<file path="src/rtl/ocu_pkg.sv">
// Shared constants, types and tables of the orbit camera update block.
package ocu_pkg;

  localparam int ANGLE_FRAC_BITS   = 12;
  localparam int CORDIC_ITERATIONS = 16;
  localparam int CNT_W             = 5;

  localparam longint PI_Q30      = 64'sd3373259426;
  localparam longint K_Q30       = 64'sd652032874;
  localparam longint TWO_PI_Q    = (((2 * PI_Q30) >>> (29 - ANGLE_FRAC_BITS)) + 1) >>> 1;
  localparam longint HALF_PI_Q   = PI_Q30 >>> (31 - ANGLE_FRAC_BITS);
  localparam longint QUARTER_PI_Q = TWO_PI_Q / 8;
  localparam longint EIGHTH_PI_Q = QUARTER_PI_Q / 2;
  localparam longint SNAP_Q      = (((PI_Q30 / 60) >>> (29 - ANGLE_FRAC_BITS)) + 1) >>> 1;
  localparam int     Z_SHIFT     = 30 - ANGLE_FRAC_BITS;

  localparam int YAW_W  = 15;
  localparam int ANG_W  = 14;
  localparam int ZOOM_W = 24;
  localparam int DZ_W   = 17;
  localparam int POS_W  = 25;
  localparam int UP_W   = 16;
  localparam int Z_W    = 35;
  localparam int XY_W   = 33;
  localparam int SC_W   = 32;

  localparam logic [1:0] REG_ORTHO    = 2'd0;
  localparam logic [1:0] REG_SNAP     = 2'd1;
  localparam logic [1:0] REG_ZOOM_MIN = 2'd2;
  localparam logic [1:0] REG_ZOOM_MAX = 2'd3;

  localparam logic [2:0] MOP_CC  = 3'd0;
  localparam logic [2:0] MOP_SC  = 3'd1;
  localparam logic [2:0] MOP_UPX = 3'd2;
  localparam logic [2:0] MOP_UPZ = 3'd3;
  localparam logic [2:0] MOP_PX  = 3'd4;
  localparam logic [2:0] MOP_PY  = 3'd5;
  localparam logic [2:0] MOP_PZ  = 3'd6;
  localparam logic [2:0] MOP_END = 3'd7;

  typedef struct packed {
    logic             update;
    logic             snap_sub;
    logic             snap_fix;
    logic             cor_load;
    logic             cor_fold;
    logic             cor_step;
    logic             cor_store;
    logic             pass_yaw;
    logic [CNT_W-1:0] iter;
    logic             mul_en;
    logic [2:0]       mul_op;
    logic             wb_en;
    logic [2:0]       wb_op;
    logic             out_load;
  } cmd_t;

  typedef struct packed {
    logic snap_done;
  } status_t;

  // arctan(2^-i) in Q30
  function automatic logic [29:0] atan_q30(input logic [CNT_W-1:0] i);
    logic [29:0] v;
    unique case (i)
      5'd0:  v = 30'h3243F6A8;
      5'd1:  v = 30'h1DAC6705;
      5'd2:  v = 30'h0FADBAFC;
      5'd3:  v = 30'h07F56EA6;
      5'd4:  v = 30'h03FEAB76;
      5'd5:  v = 30'h01FFD55B;
      5'd6:  v = 30'h00FFFAAA;
      5'd7:  v = 30'h007FFF55;
      5'd8:  v = 30'h003FFFEA;
      5'd9:  v = 30'h001FFFFD;
      5'd10: v = 30'h000FFFFF;
      5'd11: v = 30'h0007FFFF;
      5'd12: v = 30'h0003FFFF;
      5'd13: v = 30'h0001FFFF;
      5'd14: v = 30'h0000FFFF;
      5'd15: v = 30'h00007FFF;
      5'd16: v = 30'h00003FFF;
      5'd17: v = 30'h00001FFF;
      5'd18: v = 30'h00000FFF;
      5'd19: v = 30'h000007FF;
      5'd20: v = 30'h000003FF;
      5'd21: v = 30'h000001FF;
      5'd22: v = 30'h000000FF;
      5'd23: v = 30'h0000007F;
      default: v = 30'h0;
    endcase
    return v;
  endfunction

endpackage

</file>
<file path="src/rtl/ocu_ctrl.sv">
// Sequencer: steps the datapath through update, snap, two CORDIC passes and products.
module ocu_ctrl #(
  parameter int CORDIC_ITERATIONS = ocu_pkg::CORDIC_ITERATIONS
) (
  input  logic             clk,
  input  logic             rst,
  input  logic             in_valid,
  output logic             in_ready,
  output logic             out_valid,
  input  logic             out_ready,
  input  ocu_pkg::status_t status,
  output ocu_pkg::cmd_t    cmd
);

  localparam logic [2:0] S_IDLE  = 3'd0;
  localparam logic [2:0] S_SNAP  = 3'd1;
  localparam logic [2:0] S_LOAD  = 3'd2;
  localparam logic [2:0] S_FOLD  = 3'd3;
  localparam logic [2:0] S_ITER  = 3'd4;
  localparam logic [2:0] S_STORE = 3'd5;
  localparam logic [2:0] S_MUL   = 3'd6;
  localparam logic [2:0] S_FIN   = 3'd7;

  localparam logic [ocu_pkg::CNT_W-1:0] ITER_LAST =
    ocu_pkg::CNT_W'(CORDIC_ITERATIONS - 1);

  logic [2:0]                state, state_next;
  logic                      pass, pass_next;
  logic [ocu_pkg::CNT_W-1:0] iter, iter_next;
  logic [2:0]                mstep, mstep_next;
  logic                      out_valid_next;

  always_comb begin
    state_next     = state;
    pass_next      = pass;
    iter_next      = iter;
    mstep_next     = mstep;
    out_valid_next = out_valid && !out_ready;
    cmd            = '0;
    cmd.pass_yaw   = pass;
    cmd.iter       = iter;
    cmd.mul_op     = mstep;
    cmd.wb_op      = mstep - 3'd1;
    in_ready       = 1'b0;
    unique case (state)
      S_IDLE: begin
        in_ready = 1'b1;
        if (in_valid) begin
          cmd.update = 1'b1;
          state_next = S_SNAP;
        end
      end
      S_SNAP: begin
        if (status.snap_done) begin
          cmd.snap_fix = 1'b1;
          pass_next    = 1'b0;
          state_next   = S_LOAD;
        end else begin
          cmd.snap_sub = 1'b1;
        end
      end
      S_LOAD: begin
        cmd.cor_load = 1'b1;
        state_next   = S_FOLD;
      end
      S_FOLD: begin
        cmd.cor_fold = 1'b1;
        iter_next    = '0;
        state_next   = S_ITER;
      end
      S_ITER: begin
        cmd.cor_step = 1'b1;
        if (iter == ITER_LAST) begin
          state_next = S_STORE;
        end else begin
          iter_next = iter + 1'b1;
        end
      end
      S_STORE: begin
        cmd.cor_store = 1'b1;
        if (pass) begin
          mstep_next = '0;
          state_next = S_MUL;
        end else begin
          pass_next  = 1'b1;
          state_next = S_LOAD;
        end
      end
      S_MUL: begin
        // issue product k while writing back product k-1
        cmd.mul_en = (mstep != ocu_pkg::MOP_END);
        cmd.wb_en  = (mstep != ocu_pkg::MOP_CC);
        if (mstep == ocu_pkg::MOP_END) begin
          state_next = S_FIN;
        end else begin
          mstep_next = mstep + 3'd1;
        end
      end
      S_FIN: begin
        // hold until the output register is free
        if (!out_valid || out_ready) begin
          cmd.out_load   = 1'b1;
          out_valid_next = 1'b1;
          state_next     = S_IDLE;
        end
      end
      default: state_next = S_IDLE;
    endcase
  end

  always_ff @(posedge clk) begin
    if (rst) begin
      state     <= S_IDLE;
      pass      <= 1'b0;
      iter      <= '0;
      mstep     <= '0;
      out_valid <= 1'b0;
    end else begin
      state     <= state_next;
      pass      <= pass_next;
      iter      <= iter_next;
      mstep     <= mstep_next;
      out_valid <= out_valid_next;
    end
  end

endmodule

</file>
<file path="src/rtl/ocu_dp.sv">
// Datapath: camera state, config registers, snap reduction, CORDIC and shared multiplier.
module ocu_dp (
  input  logic                                clk,
  input  logic                                rst,
  input  logic                                cfg_we,
  input  logic [1:0]                          cfg_index,
  input  logic [23:0]                         cfg_data,
  input  logic signed [ocu_pkg::ANG_W-1:0]    delta_yaw,
  input  logic signed [ocu_pkg::ANG_W-1:0]    delta_pitch,
  input  logic signed [ocu_pkg::DZ_W-1:0]     delta_zoom,
  input  ocu_pkg::cmd_t                       cmd,
  output ocu_pkg::status_t                    status,
  output logic signed [ocu_pkg::POS_W-1:0]    pos_x,
  output logic signed [ocu_pkg::POS_W-1:0]    pos_y,
  output logic signed [ocu_pkg::POS_W-1:0]    pos_z,
  output logic signed [ocu_pkg::UP_W-1:0]     up_x,
  output logic signed [ocu_pkg::UP_W-1:0]     up_y,
  output logic signed [ocu_pkg::UP_W-1:0]     up_z,
  output logic [ocu_pkg::ZOOM_W-1:0]          view_width,
  output logic [ocu_pkg::YAW_W-1:0]           yaw_now,
  output logic signed [ocu_pkg::ANG_W-1:0]    pitch_now,
  output logic [ocu_pkg::ZOOM_W-1:0]          distance_now
);

  localparam int Z_W  = ocu_pkg::Z_W;
  localparam int XY_W = ocu_pkg::XY_W;
  localparam int SC_W = ocu_pkg::SC_W;

  localparam logic signed [16:0] TWO_PI_A  = 17'(ocu_pkg::TWO_PI_Q);
  localparam logic signed [14:0] HALF_PI_A = 15'(ocu_pkg::HALF_PI_Q);
  localparam logic [15:0]        QUARTER_A = 16'(ocu_pkg::QUARTER_PI_Q);
  localparam logic [15:0]        EIGHTH_A  = 16'(ocu_pkg::EIGHTH_PI_Q);
  localparam logic [15:0]        SNAP_LO   = 16'(ocu_pkg::EIGHTH_PI_Q - ocu_pkg::SNAP_Q);
  localparam logic [15:0]        SNAP_HI   = 16'(ocu_pkg::EIGHTH_PI_Q + ocu_pkg::SNAP_Q);
  localparam logic signed [13:0] SNAP_A    = 14'(ocu_pkg::SNAP_Q);
  localparam logic signed [Z_W-1:0] PI_Z      = Z_W'(ocu_pkg::PI_Q30);
  localparam logic signed [Z_W-1:0] TWO_PI_Z  = Z_W'(2 * ocu_pkg::PI_Q30);
  localparam logic signed [Z_W-1:0] HALF_PI_Z = Z_W'(ocu_pkg::PI_Q30 / 2);
  localparam logic signed [XY_W-1:0] K_XY     = XY_W'(ocu_pkg::K_Q30);

  // configuration
  logic        ortho_mode, snap_enable;
  logic [23:0] zoom_min, zoom_max;

  // camera state
  logic [ocu_pkg::YAW_W-1:0]        yaw_angle;
  logic signed [ocu_pkg::ANG_W-1:0] pitch_angle;
  logic [ocu_pkg::ZOOM_W-1:0]       orbit_distance, field_of_view;

  // working registers
  logic [15:0]              snap_r;
  logic signed [16:0]       ang_yaw;
  logic signed [13:0]       ang_pitch;
  logic signed [Z_W-1:0]    z;
  logic signed [XY_W-1:0]   x, y;
  logic                     neg;
  logic signed [SC_W-1:0]   sy, cy, sp, cp, pcc, psc;
  logic signed [63:0]       prod;
  logic signed [ocu_pkg::POS_W-1:0] px_r, py_r, pz_r;
  logic signed [ocu_pkg::UP_W-1:0]  ux_r, uz_r;

  // update logic
  logic signed [16:0] yaw_sum, yaw_wrap;
  logic [ocu_pkg::YAW_W-1:0] yaw_upd;
  logic signed [14:0] pitch_sum, pitch_sat;
  logic [ocu_pkg::ZOOM_W-1:0] zoom_src, zoom_upd;
  logic signed [25:0] zoom_sum, zoom_lo, zmin_s, zmax_s;

  always_comb begin
    yaw_sum = $signed({2'b00, yaw_angle}) + 17'(delta_yaw);
    if (yaw_sum < 0) begin
      yaw_wrap = yaw_sum + TWO_PI_A;
    end else if (yaw_sum >= TWO_PI_A) begin
      yaw_wrap = yaw_sum - TWO_PI_A;
    end else begin
      yaw_wrap = yaw_sum;
    end
    yaw_upd = yaw_wrap[ocu_pkg::YAW_W-1:0];

    pitch_sum = 15'(pitch_angle) + 15'(delta_pitch);
    if (pitch_sum < -HALF_PI_A) begin
      pitch_sat = -HALF_PI_A;
    end else if (pitch_sum > HALF_PI_A) begin
      pitch_sat = HALF_PI_A;
    end else begin
      pitch_sat = pitch_sum;
    end

    zoom_src = ortho_mode ? field_of_view : orbit_distance;
    zoom_sum = $signed({2'b00, zoom_src}) + 26'(delta_zoom);
    zmin_s   = $signed({2'b00, zoom_min});
    zmax_s   = $signed({2'b00, zoom_max});
    // upper bound applied last
    zoom_lo  = (zoom_sum < zmin_s) ? zmin_s : zoom_sum;
    zoom_upd = (zoom_lo > zmax_s) ? zoom_max : zoom_lo[ocu_pkg::ZOOM_W-1:0];
  end

  assign status.snap_done = (snap_r < QUARTER_A);

  always_ff @(posedge clk) begin
    if (rst) begin
      ortho_mode     <= 1'b0;
      snap_enable    <= 1'b0;
      zoom_min       <= 24'd256;
      zoom_max       <= 24'd25600;
      yaw_angle      <= '0;
      pitch_angle    <= '0;
      orbit_distance <= 24'd2560;
      field_of_view  <= 24'd11520;
    end else begin
      if (cfg_we) begin
        unique case (cfg_index)
          ocu_pkg::REG_ORTHO:    ortho_mode  <= cfg_data[0];
          ocu_pkg::REG_SNAP:     snap_enable <= cfg_data[0];
          ocu_pkg::REG_ZOOM_MIN: zoom_min    <= cfg_data;
          ocu_pkg::REG_ZOOM_MAX: zoom_max    <= cfg_data;
          default: ;
        endcase
      end
      if (cmd.update) begin
        yaw_angle   <= yaw_upd;
        pitch_angle <= pitch_sat[ocu_pkg::ANG_W-1:0];
        if (ortho_mode) begin
          field_of_view <= zoom_upd;
        end else begin
          orbit_distance <= zoom_upd;
        end
      end
    end
  end

  // snap: reduce yaw + pi/8 modulo pi/4 one subtraction a cycle
  always_ff @(posedge clk) begin
    if (cmd.update) begin
      snap_r <= {1'b0, yaw_upd} + EIGHTH_A;
    end else if (cmd.snap_sub) begin
      snap_r <= snap_r - QUARTER_A;
    end
    if (cmd.snap_fix) begin
      if (snap_enable && snap_r > SNAP_LO && snap_r < SNAP_HI) begin
        ang_yaw <= $signed({2'b00, yaw_angle}) - $signed({1'b0, snap_r}) + $signed({1'b0, EIGHTH_A});
      end else begin
        ang_yaw <= $signed({2'b00, yaw_angle});
      end
      if (snap_enable && pitch_angle > -SNAP_A && pitch_angle < SNAP_A) begin
        ang_pitch <= '0;
      end else begin
        ang_pitch <= pitch_angle;
      end
    end
  end

  // CORDIC, rotation mode
  logic signed [16:0]     ang_sel;
  logic signed [Z_W-1:0]  z_in;
  logic signed [XY_W-1:0] xs, ys, xf, yf;
  logic signed [Z_W-1:0]  at;

  always_comb begin
    ang_sel = cmd.pass_yaw ? ang_yaw : 17'(ang_pitch);
    z_in    = Z_W'(ang_sel) <<< ocu_pkg::Z_SHIFT;
    xs      = x >>> cmd.iter;
    ys      = y >>> cmd.iter;
    at      = $signed({{(Z_W-30){1'b0}}, ocu_pkg::atan_q30(cmd.iter)});
    xf      = neg ? -x : x;
    yf      = neg ? -y : y;
  end

  always_ff @(posedge clk) begin
    if (cmd.cor_load) begin
      if (z_in > PI_Z) begin
        z <= z_in - TWO_PI_Z;
      end else if (z_in <= -PI_Z) begin
        z <= z_in + TWO_PI_Z;
      end else begin
        z <= z_in;
      end
    end else if (cmd.cor_fold) begin
      x <= K_XY;
      y <= '0;
      if (z > HALF_PI_Z) begin
        z   <= z - PI_Z;
        neg <= 1'b1;
      end else if (z < -HALF_PI_Z) begin
        z   <= z + PI_Z;
        neg <= 1'b1;
      end else begin
        neg <= 1'b0;
      end
    end else if (cmd.cor_step) begin
      if (!z[Z_W-1]) begin
        x <= x - ys;
        y <= y + xs;
        z <= z - at;
      end else begin
        x <= x + ys;
        y <= y - xs;
        z <= z + at;
      end
    end
    if (cmd.cor_store) begin
      if (cmd.pass_yaw) begin
        cy <= xf[SC_W-1:0];
        sy <= yf[SC_W-1:0];
      end else begin
        cp <= xf[SC_W-1:0];
        sp <= yf[SC_W-1:0];
      end
    end
  end

  // shared multiplier and write-back
  function automatic logic signed [ocu_pkg::UP_W-1:0] sat_up(input logic signed [17:0] v);
    logic signed [ocu_pkg::UP_W-1:0] r;
    if (v > 18'sd16384) begin
      r = 16'sd16384;
    end else if (v < -18'sd16384) begin
      r = -16'sd16384;
    end else begin
      r = v[ocu_pkg::UP_W-1:0];
    end
    return r;
  endfunction

  function automatic logic signed [16:0] rnd16(input logic signed [SC_W-1:0] v);
    logic signed [SC_W:0] t;
    t = (SC_W+1)'(v) + 33'sd32768;
    return t[SC_W:16];
  endfunction

  function automatic logic signed [ocu_pkg::POS_W-1:0] sat_pos(input logic signed [63:0] v);
    logic signed [ocu_pkg::POS_W-1:0] r;
    if (v > 64'sd16777215) begin
      r = 25'sd16777215;
    end else if (v < -64'sd16777215) begin
      r = -25'sd16777215;
    end else begin
      r = v[ocu_pkg::POS_W-1:0];
    end
    return r;
  endfunction

  logic signed [SC_W-1:0] opa, opb, dext;
  logic signed [63:0]     r30;

  always_comb begin
    dext = $signed({{(SC_W-ocu_pkg::ZOOM_W){1'b0}}, orbit_distance});
    unique case (cmd.mul_op)
      ocu_pkg::MOP_CC:  begin opa = cy;   opb = cp;  end
      ocu_pkg::MOP_SC:  begin opa = sy;   opb = cp;  end
      ocu_pkg::MOP_UPX: begin opa = cy;   opb = sp;  end
      ocu_pkg::MOP_UPZ: begin opa = sy;   opb = sp;  end
      ocu_pkg::MOP_PX:  begin opa = dext; opb = pcc; end
      ocu_pkg::MOP_PY:  begin opa = dext; opb = sp;  end
      ocu_pkg::MOP_PZ:  begin opa = dext; opb = psc; end
      default:          begin opa = '0;   opb = '0;  end
    endcase
    r30 = (prod + 64'sd536870912) >>> 30;
  end

  always_ff @(posedge clk) begin
    if (cmd.mul_en) begin
      prod <= 64'(opa) * 64'(opb);
    end
    if (cmd.wb_en) begin
      unique case (cmd.wb_op)
        ocu_pkg::MOP_CC:  pcc  <= r30[SC_W-1:0];
        ocu_pkg::MOP_SC:  psc  <= r30[SC_W-1:0];
        ocu_pkg::MOP_UPX: ux_r <= sat_up(-18'(rnd16(r30[SC_W-1:0])));
        ocu_pkg::MOP_UPZ: uz_r <= sat_up(-18'(rnd16(r30[SC_W-1:0])));
        ocu_pkg::MOP_PX:  px_r <= sat_pos(r30);
        ocu_pkg::MOP_PY:  py_r <= sat_pos(r30);
        ocu_pkg::MOP_PZ:  pz_r <= sat_pos(r30);
        default: ;
      endcase
    end
  end

  // result register
  always_ff @(posedge clk) begin
    if (cmd.out_load) begin
      pos_x        <= px_r;
      pos_y        <= py_r;
      pos_z        <= pz_r;
      up_x         <= ux_r;
      up_y         <= sat_up(18'(rnd16(cp)));
      up_z         <= uz_r;
      view_width   <= field_of_view;
      yaw_now      <= yaw_angle;
      pitch_now    <= pitch_angle;
      distance_now <= orbit_distance;
    end
  end

endmodule

</file>
<file path="src/rtl/orbit_camera_update.sv">
// Orbit camera update: angle and zoom accumulation, sin/cos by CORDIC, position and up vector.
// Each request updates the stored yaw, pitch and zoom, then runs one shared CORDIC twice
// (pitch, then yaw) and one shared 32x32 multiplier for seven products. One request is in
// flight at a time; the next is taken as soon as the result sits in the output register,
// even if not yet taken.
module orbit_camera_update #(
  parameter int CORDIC_ITERATIONS = ocu_pkg::CORDIC_ITERATIONS
) (
  input  logic                              clk,
  input  logic                              rst,
  input  logic                              cfg_we,
  input  logic [1:0]                        cfg_index,
  input  logic [23:0]                       cfg_data,
  input  logic                              in_valid,
  output logic                              in_ready,
  input  logic signed [ocu_pkg::ANG_W-1:0]  delta_yaw,
  input  logic signed [ocu_pkg::ANG_W-1:0]  delta_pitch,
  input  logic signed [ocu_pkg::DZ_W-1:0]   delta_zoom,
  output logic                              out_valid,
  input  logic                              out_ready,
  output logic signed [ocu_pkg::POS_W-1:0]  pos_x,
  output logic signed [ocu_pkg::POS_W-1:0]  pos_y,
  output logic signed [ocu_pkg::POS_W-1:0]  pos_z,
  output logic signed [ocu_pkg::UP_W-1:0]   up_x,
  output logic signed [ocu_pkg::UP_W-1:0]   up_y,
  output logic signed [ocu_pkg::UP_W-1:0]   up_z,
  output logic [ocu_pkg::ZOOM_W-1:0]        view_width,
  output logic [ocu_pkg::YAW_W-1:0]         yaw_now,
  output logic signed [ocu_pkg::ANG_W-1:0]  pitch_now,
  output logic [ocu_pkg::ZOOM_W-1:0]        distance_now
);

  ocu_pkg::cmd_t    cmd;
  ocu_pkg::status_t status;

  ocu_ctrl #(
    .CORDIC_ITERATIONS(CORDIC_ITERATIONS)
  ) u_ctrl (
    .clk      (clk),
    .rst      (rst),
    .in_valid (in_valid),
    .in_ready (in_ready),
    .out_valid(out_valid),
    .out_ready(out_ready),
    .status   (status),
    .cmd      (cmd)
  );

  ocu_dp u_dp (
    .clk         (clk),
    .rst         (rst),
    .cfg_we      (cfg_we),
    .cfg_index   (cfg_index),
    .cfg_data    (cfg_data),
    .delta_yaw   (delta_yaw),
    .delta_pitch (delta_pitch),
    .delta_zoom  (delta_zoom),
    .cmd         (cmd),
    .status      (status),
    .pos_x       (pos_x),
    .pos_y       (pos_y),
    .pos_z       (pos_z),
    .up_x        (up_x),
    .up_y        (up_y),
    .up_z        (up_z),
    .view_width  (view_width),
    .yaw_now     (yaw_now),
    .pitch_now   (pitch_now),
    .distance_now(distance_now)
  );

endmodule

</file>
<file path="config.mk">
export PLATFORM = sky130hd
export DESIGN_NAME = orbit_camera_update
export DESIGN_NICKNAME = d
export VERILOG_FILES = /design/src/rtl/ocu_pkg.sv /design/src/rtl/ocu_ctrl.sv /design/src/rtl/ocu_dp.sv /design/src/rtl/orbit_camera_update.sv
export SDC_FILE = /design/constraint.sdc
export NUM_CORES = 2
export LEC_CHECK = 0
export BUFFER_PORTS_ARGS = -buffer_cell sky130_fd_sc_hd__buf_2
export CAP_MARGIN = 20
export CORE_ASPECT_RATIO = 0.6
export CORE_MARGIN = 2
export CORE_UTILIZATION = 55
export CTS_BUF_LIST = sky130_fd_sc_hd__clkbuf_8 sky130_fd_sc_hd__clkbuf_16
export DETAILED_ROUTE_END_ITERATION = 7
export PLACE_DENSITY = 0.83
export SLEW_MARGIN = 0
export SYNTH_ARGS = -nofsm -noshare
export SYNTH_HDL_FRONTEND = slang
export SYNTH_SLANG_ARGS = --single-unit
</file>
<file path="constraint.sdc">
create_clock -name clk -period 11.9 [get_ports clk]
set_input_delay 0.595 -clock clk [delete_from_list [all_inputs] [get_ports clk]]
set_output_delay 0.595 -clock clk [all_outputs]
set_load 0.01 [all_outputs]
</file>
# --- After elaboration in Yosys (flattened, before gate mapping) ---
# Memories as Yosys holds them, arrays and structs flattened. A register that Yosys moved wholly into a read port is not among the register bits.
# Cells that the tools add are included.
classes:
  shift: 2
  addsub: 28
  eq_ne: 34
  n_mul: 1
  n_reduce_logical: 47
  n_mux: 65
  n_lt_le_gt_ge: 21
  bitwise_logic: 3
ops:
  columns: ["cell", "n"]
  rows:
  - ["35-bit two-way mux", 8]
  - ["33-bit two-way mux", 4]
  - ["32-bit one-hot mux with 4 select lines", 1]
  - ["32-bit one-hot mux with 3 select lines", 1]
  - ["16-bit two-way mux", 5]
  - ["32-bit by 17-bit adder with 33-bit output (second input constant)", 2]
  - ["33-bit adder", 2]
  - ["33-bit by 5-bit >>> shifter with 33-bit output", 2]
  - ["33-bit subtractor", 2]
  - ["64-bit by 31-bit adder with 64-bit output (second input constant)", 1]
  - ["32-bit by 32-bit multiplier with 64-bit output", 1]
  - ["32-bit two-way mux", 2]
  - ["32-bit negation", 2]
  - ["25-bit two-way mux", 2]
  - ["24-bit two-way mux", 2]
  - ["15-bit two-way mux", 3]
  - ["2-bit AND reduction", 20]
  - ["35-bit by 31-bit adder with 35-bit output", 1]
  - ["35-bit by 33-bit adder with 35-bit output (second input constant)", 1]
  - ["35-bit by 34-bit adder with 35-bit output (second input constant)", 1]
  - ["35-bit by 32-bit > comparator with 1-bit output (second input constant)", 1]
  - ["35-bit by 33-bit > comparator with 1-bit output (second input constant)", 1]
  - ["35-bit by 33-bit <= comparator with 1-bit output (second input constant)", 1]
  - ["35-bit by 32-bit less-than comparator with 1-bit output (second input constant)", 1]
  - ["other kinds (66)", 134]
word_totals:
  regBits: 852
  input_bits: 76
  n_memories: 1
  rom_bits: 960
mem_list:
  columns: ["memory", "depth", "width", "rd", "rd_clocked_by_memory_dff", "write_ports", "line_no", "rtl"]
  rows:
  - ["(no name shown)", 32, 30, 1, 1, 0, "ocu_pkg.sv:65", "unique case (i)"]

# --- Logic depth before layout (Yosys ltp) ---
logic_depth:
  depth_word: 6
  depth_mapped: 40

# --- Cells and area by module ---
# Synthesis repeated with hierarchy kept, for this count alone.
unflattened:
  cells_unflattened: 9033
  hier_area_um2: 87153.6
modules_own_cells:
  columns: ["module", "seq_area_each_um2", "n_inst", "area_per_inst_um2", "cells_per_inst"]
  rows:
  - ["ocu_dp", 23052.1, 1, 86340.3, 8935]
  - ["ocu_ctrl", 260.2, 1, 813.3, 98]

# --- Least setup slack after synthesis ---
# Ideal clock, no wire load.
synth_path:
  path_type: "reg2reg"
  start: "register u_ctrl.state[2]"
  end: "register u_dp.distance_now[0] (netlist name), enable pin"
  setup_slack_ns: 1.426
  stages_incl_launch_ff: 5
  path_buffers: 2
  setup_time_ns: 0.786
  period_less_slack_ns: 10.474
  t_arrival_ns: 9.688
  cell_sequence: "dfxtp_1 > clkbuf_1 > clkbuf_1 > nand2_1 > nor2b_1"
synth_rtl:
  columns: ["item", "line_no", "rtl"]
  rows:
  - ["start, declared", "ocu_ctrl.sv:27", "logic [2:0] state, state_next;"]
  - ["start signal, assigned", "ocu_ctrl.sv:119", "state <= state_next;"]
  - ["end signal, assigned", "ocu_dp.sv:291", "distance_now <= orbit_distance;"]
  - ["end, declared", "ocu_dp.sv:22", "output logic [ocu_pkg::ZOOM_W-1:0] distance_now"]

# --- Final worst setup path ---
layout_path:
  start: "register u_ctrl.mstep[0]"
  end: "register u_dp.prod[61], data pin"
layout_between:
  elab_chain_cells: 4
  elab_cells_between_ends: 15
layout_lines:
  columns: ["item", "line_no", "rtl"]
  rows:
  - ["start, declared", "ocu_ctrl.sv:30", "logic [2:0] mstep, mstep_next;"]
  - ["start signal, assigned", "ocu_ctrl.sv:122", "mstep <= mstep_next;"]
  - ["3-bit by 2-bit == test with 1-bit output (tied with other cells)", "ocu_dp.sv:248", "unique case (cmd.mul_op)"]
  - ["3-bit OR reduction (no source line) / 2-bit OR reduction (equally long branches)", null, null]
  - ["32-bit one-hot mux with 4 select lines / 32-bit one-hot mux with 3 select lines (equally long branches)", "ocu_dp.sv:248", null]
  - ["32-bit by 32-bit multiplier with 64-bit output (*)", "ocu_dp.sv:263", "prod <= 64'(opa) * 64'(opb);"]
  - ["end signal, assigned", "ocu_dp.sv:263", null]
  - ["end, declared", "ocu_dp.sv:58", "logic signed [63:0] prod;"]
# Mark *: on every way between the ends. The rest lies on a longest branch, timed or not.
# A chain may end at the register's enable or synchronous reset.

==> run summary <==
Clock Path Buffers - 3
Core Area - 158,000 um2
Peak VDD IR - 0.000395 V
initial cell density of the core - 0.554
via/cell ratio - 6.39
# setup viols final - 0
reg2reg start - u_ctrl.mstep[0]
CTS hold repair buffers - 0
Critical R2R Capture - u_dp.prod[61]
wire length per cell - 29.4 um
Final #Nets - 10,846
Pre-antenna DRT Iters - 8
Least-Margin Pin Slew - 1.38 ns
initial antenna violation count - 21
final core utilization - 0.605
Min-Delay Path Class - input port to flip-flop
post-CTS resize count - 0
max-cap check violation count - 0
Worst Hold Slack - 0.121 ns
dpl cells - 11,231
first-pass GRT wire length - 481,000 um
Int Power - 12.4 mW
switch share - 0.484
Post-synth EDFFs - 683
Netlist Area Pre-Place - 87,600 um2
TritonCTS sink count - 853
Num CTS Buffers - 85
Syn Nets - 10,596
Final Cycle Share - 0.965
number of global-route vias before repair - 69,102
Seq/Total Area, Yosys - 0.273
Sw Pwr - 11.6 mW
setup TNS - 0 ns
register share of total power - 0.196
Die Width - 519 um
critical-path maximum fanout - 15
Hold Vio Cnt, Final - 0
Synth Instances - 8,948
critical path data required time - 12.37 ns
ys flop type - edfxtp_1
crit-path max cell delay - 0.81 ns
CP max stage cell - and2_1
Clk pin slew, worst setup/hold paths - 0.07 ns
r2r worst-path depth - 36
Die Ht - 313 um
RSZ-0062 raised after global routing - false
Synth top area share - 0.249
clock network fraction of total power - 0.123
highest clock rate - 0.0871 GHz
Async S/R FF share, synth - 0
WHS Path Cells - 3
Critical Path Most Common Cell - fa_1
fill cell count - 13,111
hold wc startpoint - cfg_data[7]
Post-Route Skew - 0.0549 ns
vias - 72,972
Startpoint Class - flip-flop
Pleak - 41.9 nW
Post-DP HPWL - 269,000 um
clk_lat worst skew - 0.76 ns
Setup Fix Bufs, Post-CTS - 0
Layout area overhead - 9.36%
H-tree levels - 3
buffers added on ports - 277
Pwr Density - 250 nW/um2
grt ovf - 0
critical path type - flip-flop to flip-flop
status - completed
Root Driver - clkbuf_16
Synth area leader - fa_1
antenna-violating nets left - 0
WP data arrival - 11.95 ns
syn avg cell area - 9.79 um2
DR iter-0 viols - 11,707
top cells by area, synth - fa_1 25%, edfxtp_1 23%, ha_1 6.9%, inv_1 5.5%, nand2_1 4.1%
hold path endpoint - u_dp.zoom_max[7]
All-Layer GR Usage - 0.409
minimum clock period - 11.48 ns
number of remaining DRC errors - 0
TritonCTS clock tree - yes
largest net degree at the start of global routing - 139
row count - 113
Gate power share - 0.681
flop-to-flop setup slack - 0.42 ns
Max Slew Vio Count - 0
total power - 24.0 mW
Relative slew margins - 0.0768
Final GP Congestion - 1.10
final WL - 336,000 um
fin cells - 11,415
YS warnings - 0
Die Area - 163,000 um2
crit path capture type - flip-flop
synthesis-stage register bit count - 853
layout cells sized above 1 - 0.109
# IOs - 278
Cell variety after synth - 119
## power groups by stage
stage | combinational [mW] | sequential (mW) | clock (mW)
after global placement | 15.1 | 4.71 | 0
final | 16.3 | 4.70 | 2.95
after global routing | 17.7 | 4.71 | 3.06
after floorplan | 10.9 | 4.44 | 0
after detailed placement | 15.6 | 4.72 | 0
after CTS | 15.7 | 4.66 | 2.94
## layout make-up
cell class,instances,area [um2],share of cell area
clock inverters,66,722,0.00754
clock buffers,92,2270,0.0237
multi-input cells,6383,57400,0.600
inverters,1295,4860,0.0507
well taps,2127,2660,0.0278
diodes,19,47.5,0.000496
flip-flops and latches,853,23900,0.250
repair buffers,580,3870,0.0404
## critical path: cells and delay by family, from the launching register on
kind	cells	cell delay, ns
compound gates	10	2.80
xor+xnor	1	0.14
fa+ha+maj	10	4.54
buf+inv	9	1.23
flops	1	0.42
simple gates	6	2.08
## state kept, by name, indices dropped and copies added, names as in the netlist, 32 cells and up
| name | flops |
|---|---|
| u_dp.prod | 35 |
| u_dp.z | 35 |
| u_dp.x | 33 |
| u_dp.y | 33 |
| u_dp.cp | 32 |
| u_dp.cy | 32 |
| u_dp.pcc | 32 |
| u_dp.psc | 32 |
| u_dp.sp | 32 |
| u_dp.sy | 32 |
## synthesized netlist by cell type, types with 16 or more instances
cell type and instances:
nand3_1 131, o311ai_0 27, a22o_1 42, nand2_1 964, inv_1 1287, clkbuf_1 355
mux4_2 87, nor3b_1 16, nor3_1 91, o211ai_1 35, or4_1 24, xor2_1 166
nor2b_1 49, a211oi_1 50, xnor2_1 291, a21o_1 110, o21a_1 65, buf_1 37
and2_1 85, buf_2 16, o21ai_0 278, mux2i_1 90, o21bai_1 41, a221oi_1 27
and3_1 57, o41ai_1 18, ha_1 483, a31oi_1 73, nor2_1 863, a21oi_1 444
or3_1 43, a22oi_1 39, o31ai_1 38, or2_2 29, fa_1 1089, dfxtp_1 170
nand4_1 77, nand2b_1 62, edfxtp_1 683, mux2_2 63, a221o_1 36, nor4_1 30
o211a_1 17
## placed cells by master, fill, tap and decap left out, types with 276 or more instances in the layout
cell	n
buf_4	287
ha_1	483
a21oi_1	442
edfxtp_1	683
nand2_1	964
inv_1	1306
fa_1	1089
buf_2	276
xnor2_1	291
nor2_1	860
## per-layer routing
layer	GRT usage	vias up	wire, um
li1	-	30466	-
met1	0.605	35994	139000
met2	0.482	5848	117000
met3	0.267	632	69400
met4	0.0835	32	8510
met5	0.0403	-	1240
## how the worst max path moves through the flow
| stage | start | slack (ns) | endpoint | depth (start not counted) |
|---|---|---|---|---|
| floorplan | u_ctrl.state[2] | 1.43 | u_dp.distance_now[0] | 4 |
| global placement | u_ctrl.mstep[2] | 0.78 | u_dp.prod[61] | 33 |
| detailed placement | u_ctrl.mstep[0] | 0.79 | u_dp.prod[58] | 36 |
| CTS | u_ctrl.mstep[0] | 0.73 | u_dp.prod[61] | 36 |
| global route | u_ctrl.mstep[0] | 0.005 | u_dp.prod[61] | 35 |
| finish | u_ctrl.mstep[0] | 0.42 | u_dp.prod[61] | 36 |
## logic make-up after synthesis
family	after synthesis	share of synthesized area
XOR/XNOR	461	0.0464
multiplexers	241	0.0409
AND/OR/NAND/NOR	2601	0.134
AO/OA/AOI/OAI	1507	0.113
buffers and inverters	1712	0.0742
adder cells (fa/ha/maj)	1573	0.318
flip-flops	853	0.273
## metrics by stage
| step | cell area (um2) | setup WS, ns |
|---|---|---|
| floorplan | 87600 | 1.43 |
| global placement | 92700 | 0.778 |
| detailed placement | 92700 | 0.791 |
| CTS | 95700 | 0.727 |
| global route | 95800 | 0.00523 |
| finish | 95800 | 0.417 |
No activity file was read; power rests on OpenSTA's default activity.
